**config.mk**
```make
export PLATFORM = sky130hd
export DESIGN_NAME = cleaning_cycle_sequencer
export DESIGN_NICKNAME = d
export VERILOG_FILES = /design/src/rtl/core/ccs_pkg.sv /design/src/rtl/core/cleaning_cycle_sequencer.sv /design/src/rtl/core/ccs_cfg_regs.sv /design/src/rtl/core/ccs_step.sv
export SDC_FILE = /design/constraint.sdc
export NUM_CORES = 1
export LEC_CHECK = 0
export ABC_AREA = 1
export BUFFER_PORTS_ARGS = -buffer_cell sky130_fd_sc_hd__buf_2
export CAP_MARGIN = 20
export CELL_PAD_IN_SITES_DETAIL_PLACEMENT = 1
export CELL_PAD_IN_SITES_GLOBAL_PLACEMENT = 2
export CORE_MARGIN = 4
export CORE_UTILIZATION = 37
export DETAILED_ROUTE_END_ITERATION = 10
export PLACE_DENSITY = 0.82
export RECOVER_POWER = 50
export SLEW_MARGIN = 25
export SYNTH_ARGS = -nofsm -noshare
export SYNTH_HDL_FRONTEND = slang
export SYNTH_HIERARCHICAL = 1
export SYNTH_SLANG_ARGS = --single-unit
```
**constraint.sdc**
```tcl
create_clock -name clk -period 23.4 [get_ports clk]
set_clock_uncertainty 0.15 [all_clocks]
set_input_delay 3.51 -clock clk [delete_from_list [all_inputs] [get_ports clk]]
set_output_delay 3.51 -clock clk [all_outputs]
set_load 0.1 [all_outputs]
```
**src/rtl/core/ccs_pkg.sv**
```systemverilog
// Package for the cleaning cycle sequencer: phase codes, register indexes,
// item and state types, and the elapsed-time helper.
// No dependencies; imported by every module of the block.
package ccs_pkg;

    // Sequence phases, in the order one pass runs through them.
    typedef enum logic [3:0] {
        PH_IDLE       = 4'd0,
        PH_FILL_START = 4'd1,
        PH_FILL_WAIT  = 4'd2,
        PH_ULTRA_ON   = 4'd3,
        PH_ULTRA_WAIT = 4'd4,
        PH_DRAIN_ON   = 4'd5,
        PH_DRAIN_WAIT = 4'd6,
        PH_DRAIN_HOLD = 4'd7,
        PH_PASS_DONE  = 4'd8
    } phase_t;

    // Configuration register indexes.
    localparam int CFG_INDEX_W = 3;
    typedef enum logic [CFG_INDEX_W-1:0] {
        REG_MOTOR_TIME      = 3'd0,
        REG_FILL_TIMEOUT    = 3'd1,
        REG_ULTRASONIC_TIME = 3'd2,
        REG_DRAIN_TIMEOUT   = 3'd3,
        REG_DRAIN_DELAY     = 3'd4,
        REG_PASS_TOTAL      = 3'd5
    } cfg_reg_t;

    // Door event codes.
    localparam logic [1:0] DOOR_NONE   = 2'd0;
    localparam logic [1:0] DOOR_OPENED = 2'd1;
    localparam logic [1:0] DOOR_CLOSED = 2'd2;

    // Bit positions in the drive vector.
    localparam int DRV_FILL  = 0;
    localparam int DRV_MOTOR = 1;
    localparam int DRV_ULTRA = 2;
    localparam int DRV_DRAIN = 3;

    // Reset values of the configuration registers.
    localparam logic [31:0] MOTOR_TIME_RST      = 32'd3000;
    localparam logic [31:0] FILL_TIMEOUT_RST    = 32'd6000;
    localparam logic [31:0] ULTRASONIC_TIME_RST = 32'd6000;
    localparam logic [31:0] DRAIN_TIMEOUT_RST   = 32'd30000;
    localparam logic [31:0] DRAIN_DELAY_RST     = 32'd10000;
    localparam logic [7:0]  PASS_TOTAL_RST      = 8'd1;

    typedef struct packed {
        logic [31:0] motor_time;
        logic [31:0] fill_timeout;
        logic [31:0] ultrasonic_time;
        logic [31:0] drain_timeout;
        logic [31:0] drain_delay;
        logic [7:0]  pass_total;
    } ccs_cfg_t;

    typedef struct packed {
        logic [31:0] time_now;
        logic        level_low;
        logic        level_high;
        logic        door_open;
        logic        start_req;
    } ccs_item_t;

    typedef struct packed {
        logic       finished;
        logic [1:0] door_event;
        logic [3:0] phase;
        logic [3:0] drives;
    } ccs_result_t;

    typedef struct packed {
        phase_t      phase;
        logic [7:0]  pass_count;
        logic        door_prev;
        logic [31:0] mark_fill;
        logic [31:0] mark_phase;
        logic [3:0]  drives;
    } ccs_state_t;

    // True once at least limit ticks have gone by since mark, modulo 2^32.
    function automatic logic elapsed(input logic [31:0] now, input logic [31:0] mark,
                                     input logic [31:0] limit);
        logic [31:0] diff;
        diff = now - mark;
        return diff >= limit;
    endfunction

endpackage

```
**src/rtl/core/cleaning_cycle_sequencer.sv**
```systemverilog
// Cleaning cycle sequencer: timed washer cycle, one call per input item.
// An accepted item is held in the item register, which feeds the sequence step
// into the result register, from which the result is offered.
// Throughput: one item per cycle when results drain; the step is combinational.
// Reset: rst_n is asynchronous, active low; the sequence goes idle with all
// drives off and the configuration registers take their default values.
module cleaning_cycle_sequencer
    import ccs_pkg::*;
(
    input  logic                   clk,
    input  logic                   rst_n,
    // Input items.
    input  logic                   s_tvalid,
    output logic                   s_tready,
    // Bits: start_req, door_open, level_high, level_low, time_now[31:0], zero pad.
    input  logic [39:0]            s_tdata,
    // Result items.
    output logic                   m_tvalid,
    input  logic                   m_tready,
    // Bits: fill_valve_on, motor_on, ultrasonic_on, drain_valve_on, phase[3:0],
    // door_event[1:0], finished, zero pad.
    output logic [15:0]            m_tdata,
    // Configuration writes.
    input  logic                   cfg_wen,
    input  logic [CFG_INDEX_W-1:0] cfg_index,
    input  logic [31:0]            cfg_data
);

    ccs_cfg_t    cfg;
    ccs_item_t   item_reg;
    logic        item_valid_reg;
    ccs_state_t  state_reg;
    ccs_state_t  state_next;
    ccs_result_t res_next;
    ccs_result_t res_reg;
    logic        res_valid_reg;
    logic        advance;

    ccs_cfg_regs u_cfg (
        .clk       (clk),
        .rst_n     (rst_n),
        .cfg_wen   (cfg_wen),
        .cfg_index (cfg_index),
        .cfg_data  (cfg_data),
        .cfg       (cfg)
    );

    ccs_step u_step (
        .cfg  (cfg),
        .cur  (state_reg),
        .item (item_reg),
        .nxt  (state_next),
        .res  (res_next)
    );

    // The held item moves on when the result register is free or being drained.
    assign advance  = item_valid_reg && (!res_valid_reg || m_tready);
    assign s_tready = !item_valid_reg || advance;

    // Input item register.
    always_ff @(posedge clk or negedge rst_n)
    begin
        if (!rst_n)
        begin
            item_valid_reg <= 1'b0;
        end
        else if (s_tready)
        begin
            item_valid_reg <= s_tvalid;
        end
    end

    always_ff @(posedge clk)
    begin
        if (s_tvalid && s_tready)
        begin
            item_reg <= ccs_item_t'(s_tdata[35:0]);
        end
    end

    // Sequence state, updated once for every processed item.
    always_ff @(posedge clk or negedge rst_n)
    begin
        if (!rst_n)
        begin
            state_reg.phase      <= PH_IDLE;
            state_reg.pass_count <= 8'd0;
            state_reg.door_prev  <= 1'b1;
            state_reg.mark_fill  <= 32'd0;
            state_reg.mark_phase <= 32'd0;
            state_reg.drives     <= 4'd0;
        end
        else if (advance)
        begin
            state_reg <= state_next;
        end
    end

    // Result register.
    always_ff @(posedge clk or negedge rst_n)
    begin
        if (!rst_n)
        begin
            res_valid_reg <= 1'b0;
        end
        else if (advance)
        begin
            res_valid_reg <= 1'b1;
        end
        else if (m_tready)
        begin
            res_valid_reg <= 1'b0;
        end
    end

    always_ff @(posedge clk)
    begin
        if (advance)
        begin
            res_reg <= res_next;
        end
    end

    assign m_tvalid = res_valid_reg;
    assign m_tdata  = {5'd0, res_reg};

`ifndef SYNTHESIS
    // A finishing step always leaves the sequence idle.
    a_finish_idle: assert property (@(posedge clk) disable iff (!rst_n)
        res_valid_reg && res_reg.finished |-> res_reg.phase == PH_IDLE)
        else $error("finished reported outside idle");

    // An item seen with the door open never finishes a cycle.
    a_door_holds: assert property (@(posedge clk) disable iff (!rst_n)
        advance && item_reg.door_open |=> !res_reg.finished)
        else $error("finished while door open");

    // Any active phase belongs to a started pass.
    a_pass_count: assert property (@(posedge clk) disable iff (!rst_n)
        state_reg.phase != PH_IDLE |-> state_reg.pass_count != 8'd0)
        else $error("active phase with zero pass count");

    // Input is refused only while an item is held back.
    a_ready: assert property (@(posedge clk) disable iff (!rst_n)
        !s_tready |-> item_valid_reg && res_valid_reg && !m_tready)
        else $error("input stalled without cause");
`endif

endmodule

```
**src/rtl/core/ccs_cfg_regs.sv**
```systemverilog
// Configuration register file of the cleaning cycle sequencer.
// Depends on ccs_pkg for the register indexes and the config struct.
module ccs_cfg_regs
    import ccs_pkg::*;
(
    input  logic                   clk,
    input  logic                   rst_n,
    input  logic                   cfg_wen,
    input  logic [CFG_INDEX_W-1:0] cfg_index,
    input  logic [31:0]            cfg_data,
    output ccs_cfg_t               cfg
);

    ccs_cfg_t cfg_reg;

    // Write one register per enabled cycle; unknown indexes are ignored.
    always_ff @(posedge clk or negedge rst_n)
    begin
        if (!rst_n)
        begin
            cfg_reg.motor_time      <= MOTOR_TIME_RST;
            cfg_reg.fill_timeout    <= FILL_TIMEOUT_RST;
            cfg_reg.ultrasonic_time <= ULTRASONIC_TIME_RST;
            cfg_reg.drain_timeout   <= DRAIN_TIMEOUT_RST;
            cfg_reg.drain_delay     <= DRAIN_DELAY_RST;
            cfg_reg.pass_total      <= PASS_TOTAL_RST;
        end
        else if (cfg_wen)
        begin
            unique case (cfg_index)
                REG_MOTOR_TIME:      cfg_reg.motor_time      <= cfg_data;
                REG_FILL_TIMEOUT:    cfg_reg.fill_timeout    <= cfg_data;
                REG_ULTRASONIC_TIME: cfg_reg.ultrasonic_time <= cfg_data;
                REG_DRAIN_TIMEOUT:   cfg_reg.drain_timeout   <= cfg_data;
                REG_DRAIN_DELAY:     cfg_reg.drain_delay     <= cfg_data;
                REG_PASS_TOTAL:      cfg_reg.pass_total      <= cfg_data[7:0];
                default:             ;
            endcase
        end
    end

    assign cfg = cfg_reg;

endmodule

```
**src/rtl/core/ccs_step.sv**
```systemverilog
// Next-state logic of the cleaning cycle sequencer: one call of the
// sequence, walking through every phase that can advance in this step.
// Depends on ccs_pkg for types, phase codes and the elapsed helper.
module ccs_step
    import ccs_pkg::*;
(
    input  ccs_cfg_t    cfg,
    input  ccs_state_t  cur,
    input  ccs_item_t   item,
    output ccs_state_t  nxt,
    output ccs_result_t res
);

    always_comb
    begin
        ccs_state_t s;
        logic [1:0] ev;
        logic       fin;
        logic       go;

        s   = cur;
        ev  = DOOR_NONE;
        fin = 1'b0;

        // A start restarts at the first pass and treats the door as closed.
        if (item.start_req)
        begin
            s.door_prev  = 1'b0;
            s.phase      = PH_FILL_START;
            s.pass_count = 8'd1;
        end

        // Door edge report; an open door holds the sequence.
        if (item.door_open != s.door_prev)
        begin
            ev = item.door_open ? DOOR_OPENED : DOOR_CLOSED;
        end
        s.door_prev = item.door_open;
        go = !item.door_open;

        // Fill and motor on.
        if (go && s.phase == PH_FILL_START)
        begin
            s.drives[DRV_FILL]  = 1'b1;
            s.drives[DRV_MOTOR] = 1'b1;
            s.mark_fill         = item.time_now;
            s.phase             = PH_FILL_WAIT;
        end

        // Motor stops after its time; once it has, fill ends on timeout or full tank.
        if (go && s.phase == PH_FILL_WAIT)
        begin
            go = 1'b0;
            if (elapsed(item.time_now, s.mark_fill, cfg.motor_time))
            begin
                s.drives[DRV_MOTOR] = 1'b0;
                if (elapsed(item.time_now, s.mark_fill, cfg.fill_timeout) ||
                    item.level_high)
                begin
                    s.drives[DRV_FILL] = 1'b0;
                    s.phase            = PH_ULTRA_ON;
                    go                 = 1'b1;
                end
            end
        end

        // Ultrasonic on.
        if (go && s.phase == PH_ULTRA_ON)
        begin
            s.drives[DRV_ULTRA] = 1'b1;
            s.mark_phase        = item.time_now;
            s.phase             = PH_ULTRA_WAIT;
        end

        // Ultrasonic runs for its set time.
        if (go && s.phase == PH_ULTRA_WAIT)
        begin
            go = 1'b0;
            if (elapsed(item.time_now, s.mark_phase, cfg.ultrasonic_time))
            begin
                s.drives[DRV_ULTRA] = 1'b0;
                s.phase             = PH_DRAIN_ON;
                go                  = 1'b1;
            end
        end

        // Drain valve opens.
        if (go && s.phase == PH_DRAIN_ON)
        begin
            s.drives[DRV_DRAIN] = 1'b1;
            s.mark_phase        = item.time_now;
            s.phase             = PH_DRAIN_WAIT;
        end

        // Drain until the low switch or the timeout.
        if (go && s.phase == PH_DRAIN_WAIT)
        begin
            go = 1'b0;
            if (item.level_low ||
                elapsed(item.time_now, s.mark_phase, cfg.drain_timeout))
            begin
                s.mark_fill = item.time_now;
                s.phase     = PH_DRAIN_HOLD;
                go          = 1'b1;
            end
        end

        // Keep the drain open a little longer.
        if (go && s.phase == PH_DRAIN_HOLD)
        begin
            go = 1'b0;
            if (elapsed(item.time_now, s.mark_fill, cfg.drain_delay))
            begin
                s.drives[DRV_DRAIN] = 1'b0;
                s.phase             = PH_PASS_DONE;
                go                  = 1'b1;
            end
        end

        // Next pass, or finish and go idle.
        if (go && s.phase == PH_PASS_DONE)
        begin
            if (s.pass_count < cfg.pass_total)
            begin
                s.pass_count = s.pass_count + 8'd1;
                s.phase      = PH_FILL_START;
            end
            else
            begin
                fin     = 1'b1;
                s.phase = PH_IDLE;
            end
        end

        nxt            = s;
        res.drives     = s.drives;
        res.phase      = s.phase;
        res.door_event = ev;
        res.finished   = fin;
    end

endmodule

```
After elaboration in Yosys (flattened, before gate mapping)
Index checks and enable logic that the tools add are counted.
W data, S select, Z words.
{ "word_totals": {"reg_bits": 298, "input_bits": 80, "output_inout_bits": 18} }
{ "op_classes": {"add_sub_neg": 5, "magnitude_cmp": 6, "eq_ne": 14, "n_mux": 43, "n_reduce_logical": 25} }
{ "op_table": {"columns": ["op", "n"], "rows": [
  ["$ge A32 B32 Y1", 5],
  ["$mux W32", 4],
  ["$sub A32 B32 Y32", 4],
  ["$mux W4", 12],
  ["$mux W33", 1],
  ["$mux W1", 19],
  ["$eq A4 B3 Y1 const B", 4],
  ["$mux W13", 1],
  ["$mux W12", 1],
  ["$reduce_and A2 Y1", 6],
  ["$logic_and A1 B1 Y1", 10],
  ["$add A8 B1 Y8 const B", 1],
  ["$eq A4 B2 Y1 const B", 2],
  ["$lt A8 B8 Y1", 1],
  ["$mux W2", 4],
  ["$mux W8", 1],
  ["$eq A3 B2 Y1 const B", 2],
  ["$eq A3 B3 Y1 const B", 2],
  ["$eq A4 B1 Y1 const B", 1],
  ["$eq A4 B4 Y1 const B", 1],
  ["$logic_or A1 B1 Y1", 4],
  ["$eq A3 B1 Y1 const B", 1],
  ["$logic_not A1 Y1", 3],
  ["$logic_not A3 Y1", 1],
  ["other kinds (2)", 2]
]} }

Logic depth before layout (Yosys ltp)
Gate-level depths: netlist of the first run.
{ "depth": {"depth_word": 32, "depth_mapped": 125} }

Modules after synthesis
Netlist of the first run, hierarchy kept.
{ "modules_own_cells": {"columns": ["module", "n_inst", "cells_each", "area_each_um2"], "rows": [
  ["ccs_step", 1, 2209, 13121.3],
  ["ccs_cfg_regs", 1, 738, 6606.3],
  ["cleaning_cycle_sequencer", 1, 415, 4767.1]
]} }

Least setup slack after synthesis of the first run
Ideal clock, no wire load.
{ "synth_path": {"path_type": "register to register", "startpoint": "register item_reg[0] in the netlist's numbering", "endpoint": "register res_reg (netlist bit m_tdata[3]) (data pin)", "setup_time_ps": 251, "t_arrival_ps": 16411, "required_ps": 22999, "setup_slack_ps": 6588, "path_stages_with_launch": 107, "period_less_slack_ps": 16812, "cell_sequence": "edfxtp_1 > buf_4 > nor2_1 > nor2_1 > nand2_2 > buf_2 > buf_1 > buf_1 > mux2i_1 > ha_1 > a21oi_1 > o21ai_0 > inv_1 > o221ai_1 > a2111oi_0 > nand2_1 > nand2_1 > nand2_1 > [71 not listed] > o21bai_1 > a31oi_1 > o21ai_0 > a21oi_1 > xor2_1 > ha_1 > nand4_1 > or3_1 > a21oi_1 > o21ai_0 > inv_1 > nand2_1 > nor2_1 > nand3_2 > buf_2 > o21ai_1 > inv_1 > buf_4"} }
{ "synth_lines": {"columns": ["element", "line", "source"], "rows": [
  ["start: declaration", "cleaning_cycle_sequencer.sv:30", "ccs_item_t item_reg;"],
  ["start signal: assignment", "cleaning_cycle_sequencer.sv:77", "item_reg <= ccs_item_t'(s_tdata[35:0]);"],
  ["end signal: assignment", "cleaning_cycle_sequencer.sv:120", "res_reg <= res_next;"],
  ["end: declaration", "cleaning_cycle_sequencer.sv:35", "ccs_result_t res_reg;"]
]} }

==> results of run 1 <==
## cells in the mapped netlist (45+ instances only)
| library cell | n | area share (%) |
|---|---|---|
| dfrtp_1 | 216 | 22 |
| buf_2 | 45 | 0.92 |
| edfxtp_1 | 47 | 5.8 |
| mux2i_1 | 50 | 2.0 |
| ha_1 | 286 | 15 |
| nor2_1 | 147 | 2.3 |
| xor2_1 | 77 | 2.8 |
| inv_1 | 402 | 6.2 |
| o21ai_0 | 115 | 2.3 |
| a21oi_1 | 213 | 4.4 |
| nand3_1 | 281 | 5.7 |
| nand2_1 | 1045 | 16 |
## path summary, 6_finish.rpt
check | start | end | slack [ns]
worst max-delay path | item_reg[0]$_DFFE_PP_ | state_reg[75]$_DFFE_PN0P_ | 1.88
worst min-delay path | u_cfg/cfg[140]$_DFFE_PN1P_ | u_cfg/cfg[140]$_DFFE_PN1P_ | 0.31
worst max register to register | item_reg[0]$_DFFE_PP_ | state_reg[75]$_DFFE_PN0P_ | 1.88
worst min register to register | u_cfg/cfg[140]$_DFFE_PN1P_ | u_cfg/cfg[140]$_DFFE_PN1P_ | 0.31
max in group asynchronous | rst_n | item_valid_reg$_DFFE_PN0P_ | 10.79
min in group asynchronous | rst_n | u_cfg/cfg[105]$_DFFE_PN0P_ | 3.22
## power breakdown
part           total, mW  internal (mW)  switching, mW
clock              0.675          0.420          0.254
combinational       2.76           1.01           1.74
sequential         0.741          0.660         0.0805
total               4.17           2.09           2.08
## routing by layer
layer,vias up,share of wire (%)
li1,11126,-
met1,11086,44
met2,354,48
met3,142,3.6
met4,0,4.2
met5,-,0
## critical path: cells and delay by family (launching register included)
family | cells | cell delay (ns)
compound gates | 37 | 7.51
xor+xnor | 3 | 0.45
fa+ha+maj | 10 | 2.99
buf+inv | 16 | 2.41
flops | 1 | 0.57
mux | 2 | 0.64
simple gates | 40 | 6.65
## layout make-up
cell class	instances	area [sq um]
well taps	864	1080
diodes	4	10.0
clock inverters	16	258
fillers	8221	38500
multi-input cells	2518	14500
clock buffers	56	1150
inverters	440	1650
flip-flops and latches	298	7740
repair buffers	139	825
## repair_timing
action | in CTS | in global routing
gates resized for setup | 0 | 4
hold buffers | 0 | 0
setup endpoints to repair | 0 | 19
## layout by cell type (no fill, tap or decap), types with 5 or more instances in the layout
cell | synthesis | routed
xor2_1 | 77 | 77
xnor2_1 | 38 | 38
mux2i_1 | 50 | 50
clkinv_2 | 0 | 6
buf_4 | 38 | 46
a21boi_0 | 12 | 12
clkbuf_1 | 18 | 20
o21bai_1 | 5 | 5
nor3_1 | 23 | 23
o221ai_1 | 7 | 7
nor4_1 | 8 | 8
inv_1 | 402 | 402
bufinv_16 | 0 | 7
nand3b_1 | 5 | 5
nand4_1 | 29 | 29
a21o_1 | 6 | 6
nand3_2 | 6 | 6
nand3_1 | 281 | 281
conb_1 | 1 | 5
a31oi_1 | 11 | 11
nand2_2 | 8 | 8
dfstp_2 | 35 | 35
nand2_1 | 1045 | 1043
edfxtp_1 | 47 | 47
o21a_1 | 19 | 19
clkbuf_8 | 0 | 5
buf_2 | 45 | 79
a21oi_1 | 213 | 213
a211oi_1 | 12 | 12
o21ai_0 | 115 | 113
o21ai_1 | 41 | 43
clkbuf_16 | 0 | 42
ha_1 | 286 | 286
clkinv_1 | 4 | 5
inv_2 | 34 | 33
nor2_2 | 9 | 10
o211ai_1 | 11 | 11
dfrtp_1 | 216 | 215
o21ai_2 | 23 | 23
nor2_1 | 147 | 145
## cell families (layout without fill, tap and decap cells)
kind of cell,after synthesis,after routing,synth area share (%)
xor gates and xnor gates,115,115,4.11
adders and majority gates,288,288,14.8
AOI/OAI and AO/OA,489,489,11.4
buffers and inverters,550,651,9.45
and+or+nand+nor,1571,1571,26.6
DFF,298,298,31.6
other,1,9,0.0153
muxes,50,50,2.04
## metrics by stage
stage	worst slack (ns)	util (%)	instance area, sq um	hold WS, ns	power, mW
final	1.88	41.4	27200	0.313	4.17
after global routing	0.0167	41.4	27200	0.326	4.62
after CTS	1.38	41.4	27200	0.315	4.20
after detailed placement	1.52	39.2	25800	0.306	3.49
after global placement	1.87	39.2	25800	0.301	3.36
after floorplan	6.59	-	24500	0.287	2.70
==> flow_summary.toml, run 1 <==
[setup_path]
cp.arrival_ns = 21.87
cp_slowest_cell = "edfxtp_1"
critPathMostFrequentCell = "a21oi_1"
crit_path_max_incr_delay_ns = 0.57
cp_max_fo = 21
reg2reg_depth = 108
worstSetupEndpointType = "flop"
cp-start-kind = "flop"
critical_path_required_ns = 23.75
path_class = "flop to flop"

[logic_synthesis]
yosysUniqueCellTypes = 57
async_reset_ff_share_pct = 84.2
synth_seq_cells = 298
yosysWarnings = 6
syn_area_sq_um = 24500
synth_enable_flop_cells = 47
synth_flop_cell = "dfrtp_1"
syn_inst = 3362
synth_seq_area_share_pct = 31.6
syn_area_per_cell_sq_um = 7.29

[route]
finalWirelength_um = 84900
wl_per_cell_um = 19.6
ant_nets = 0
drt-vias-per-instance = 5.24
drc = 0
firstDrtPassIters = 5
num_vias = 22708
dr.first_iter.drc_count = 1199

[clock_network]
htree_levels = 2
clkSlewWorstSetupHoldPaths_ns = 0.06
insertion_delay_ns = 0.57
cts_root_buf = "clkbuf_16"
max-clock-path-buffers = 3
clkSinkCount = 298
cts_tree = "built"
cts_setup_buffers = 0
cts_buffers = 40

[timing]
period_needed_ns = 21.52
finalHoldViolCount = 0
drv_slew = 293
fin_crit_sh_pct = 92.0
tightest_slew_ns = 8.12
setup-violations-final = 0
grt_setup_unrepaired = "no"
finalSetupTns_ns = 0
relSlewSlack_pct = -441
fmax_ghz = 0.0465

[global_route]
antenna_found_initial = 2
grt.total_usage_pct = 23.9
grt_util_met2_pct = 41.9
use_met3_pct = 2.58
grt_pass1_wl_um = 134000
grt_start_max_net_pins = 139
grt_pass1_vias = 24166
grt_remaining_overflow = 0
top_usage_layer = "met2"
met1_usage_pct = 30.2

[floorplan]
core_sq_um = 65700
die_area_sq_um = 70400
die_h_um = 265
start_util_pct = 37.3
io_pins = 98
rows = 94
chipWidth_um = 265

[place]
post-dp-hpwl_um = 66000
io_buffers = 88
placed_cells = 4258
gp_congestion = 0.922

[power]
p_leak_nw = 14.3
peakVddDrop_mv = 0.0516
p_per_area_nw_per_um2 = 153

[finish]
area_growth_pct = 11.0
drive_gt1_share_pct = 9.17
stdcell_count = 4335
largest_reg_flops = 168
nets = 3805

[run_status]
outcome = "complete, but fails checks"
violations = "capacitance limit, slew limit"

[run]
max_cap_viol_count = 4

[min_path]
hp-class = "flop to flop"
hold-path-cell-count = 2
Note: power is estimated with default switching activity, not from simulation.
==> inputs of run 2 (changes only) <==
Settings changed: MAX_ROUTING_LAYER from default to met4.
==> run 2 against run 1 <==
Compared with the run above: the flow still finishes with violations (capacitance limit, slew limit); flip-flop and latch count is the same; setup slack lost 0.073 ns; cell area shrank 0.24%; combinational power is essentially flat.
==> flow_summary.toml, run 2 (synthesis results as in run 1) <==
[run_status]
outcome = "complete, but fails checks"
violations = "capacitance limit, slew limit"

[setup_path]
crit_path_max_incr_delay_ns = 0.59
cp_max_fo = 20
cp.arrival_ns = 21.94
cp_slowest_cell = "edfxtp_1"
critical_path_required_ns = 23.74
worstSetupEndpointType = "flop"
cp-start-kind = "flop"
path_class = "flop to flop"

[timing]
fin_crit_sh_pct = 92.3
finalSetupTns_ns = 0
tightest_slew_ns = 4.91
fmax_ghz = 0.0463
drv_slew = 349
setup-violations-final = 0
period_needed_ns = 21.60
finalHoldViolCount = 0
grt_setup_unrepaired = "no"
fin_ws_ns = 1.80
whs_ns = 0.313
relSlewSlack_pct = -227

[floorplan]
io_pins = 98
die_h_um = 265
rows = 94
core_sq_um = 65700
start_util_pct = 37.3
chipWidth_um = 265
die_area_sq_um = 70400

[place]
io_buffers = 88
placed_cells = 4255
post-dp-hpwl_um = 67000
place_area_sq_um = 25800
gp_congestion = 0.945
place_ws_ns = 1.49

[global_route]
grt_pass1_vias = 24033
grt_start_max_net_pins = 84
grt.total_usage_pct = 24.9
grt_remaining_overflow = 0
grt_pass1_wl_um = 136000
antenna_found_initial = 2

[finish]
area_growth_pct = 10.8
drive_gt1_share_pct = 9.06
fillers = 8236
stdcell_count = 4331
finish.utilization_pct = 41.3
final_common_cell = "nand2_1"
layout_common_cells = "nand2_1 (1043), inv_1 (402), ha_1 (286), nand3_1 (281), dfrtp_1 (215)"
largest_reg_flops = 168
design_area_sq_um = 27100
nets = 3802

[power]
p_int_mw = 2.07
p_leak_nw = 14.2
switching_share_pct = 50.3
p_per_area_nw_per_um2 = 153
p_switching_mw = 2.09
power_frac_comb_pct = 66.4
p_total_mw = 4.16
pwr-share-seq_pct = 17.8
peakVddDrop_mv = 0.0704
pwr-share-clk_pct = 15.8

[clock_network]
max-clock-path-buffers = 3
cts_root_buf = "clkbuf_16"
cts_buffers = 41
insertion_delay_ns = 0.57
htree_levels = 2
clkSinkCount = 298
cts_tree = "built"
clkSlewWorstSetupHoldPaths_ns = 0.06

[run]
max_cap_viol_count = 7

[route]
num_vias = 22744
drc = 0
finalWirelength_um = 85600
drt-vias-per-instance = 5.25
dr.first_iter.drc_count = 1198
ant_nets = 0
firstDrtPassIters = 5
wl_per_cell_um = 19.8

[min_path]
hp-class = "flop to flop"
[run 2: worst max-delay path: cells and delay by family (launching register included)]
| kind | cells | cell delay, ns |
|---|---|---|
| xor+xnor | 3 | 0.44 |
| compound gates | 41 | 8.71 |
| fa+ha+maj | 9 | 2.86 |
| mux | 2 | 0.65 |
| buf+inv | 14 | 2.22 |
| simple gates | 35 | 5.78 |
| flops | 1 | 0.59 |
[run 2: final timing paths]
check | startpoint | endpoint | slack, ns | cells past startpoint
max | item_reg[0]$_DFFE_PP_ | state_reg[74]$_DFFE_PN0P_ | 1.80 | 104
min reg2reg | u_cfg/cfg[12]$_DFFE_PN1P_ | u_cfg/cfg[12]$_DFFE_PN1P_ | 0.31 | 2
max in group asynchronous | rst_n | item_valid_reg$_DFFE_PN0P_ | 13.10 | 2
max reg2reg | item_reg[0]$_DFFE_PP_ | state_reg[74]$_DFFE_PN0P_ | 1.80 | 104
min | u_cfg/cfg[12]$_DFFE_PN1P_ | u_cfg/cfg[12]$_DFFE_PN1P_ | 0.31 | 2
min in group asynchronous | rst_n | u_cfg/cfg[105]$_DFFE_PN0P_ | 4.56 | 1
[run 2: routing by layer]
layer / part of all wire, % / global-route usage [%] / vias up
met5: 0 / - / -
met4: 3.0 / 6.88 / 0
met3: 3.6 / 2.75 / 122
met2: 49 / 42.9 / 339
met1: 44 / 31.1 / 11135
li1: - / - / 11148
[run 2: final cells by class]
class	count	area [sq um]	share of cell area, %
clock buffer	54	1150	4.22
sequential	298	7740	28.5
multi-input combinational	2518	14500	53.4
antenna	3	7.51	0.0277
timing repair buffer	135	783	2.89
tap	864	1080	3.98
clock inverter	19	243	0.895
inverter	440	1650	6.09
[run 2: repair_timing]
item	4_1_cts	5_1_grt
gates resized for setup	0	5
hold buffers	0	0
endpoints found under the setup margin	0	19
buffers inserted	0	0
[run 2: power groups by stage]
stage,sequential (mW),clock [mW],combinational [mW]
after floorplan,0.760,0,1.95
after global placement,0.742,0,2.60
after detailed placement,0.749,0,2.74
after CTS,0.741,0.680,2.77
after global routing,0.757,0.701,3.15
final,0.740,0.659,2.76
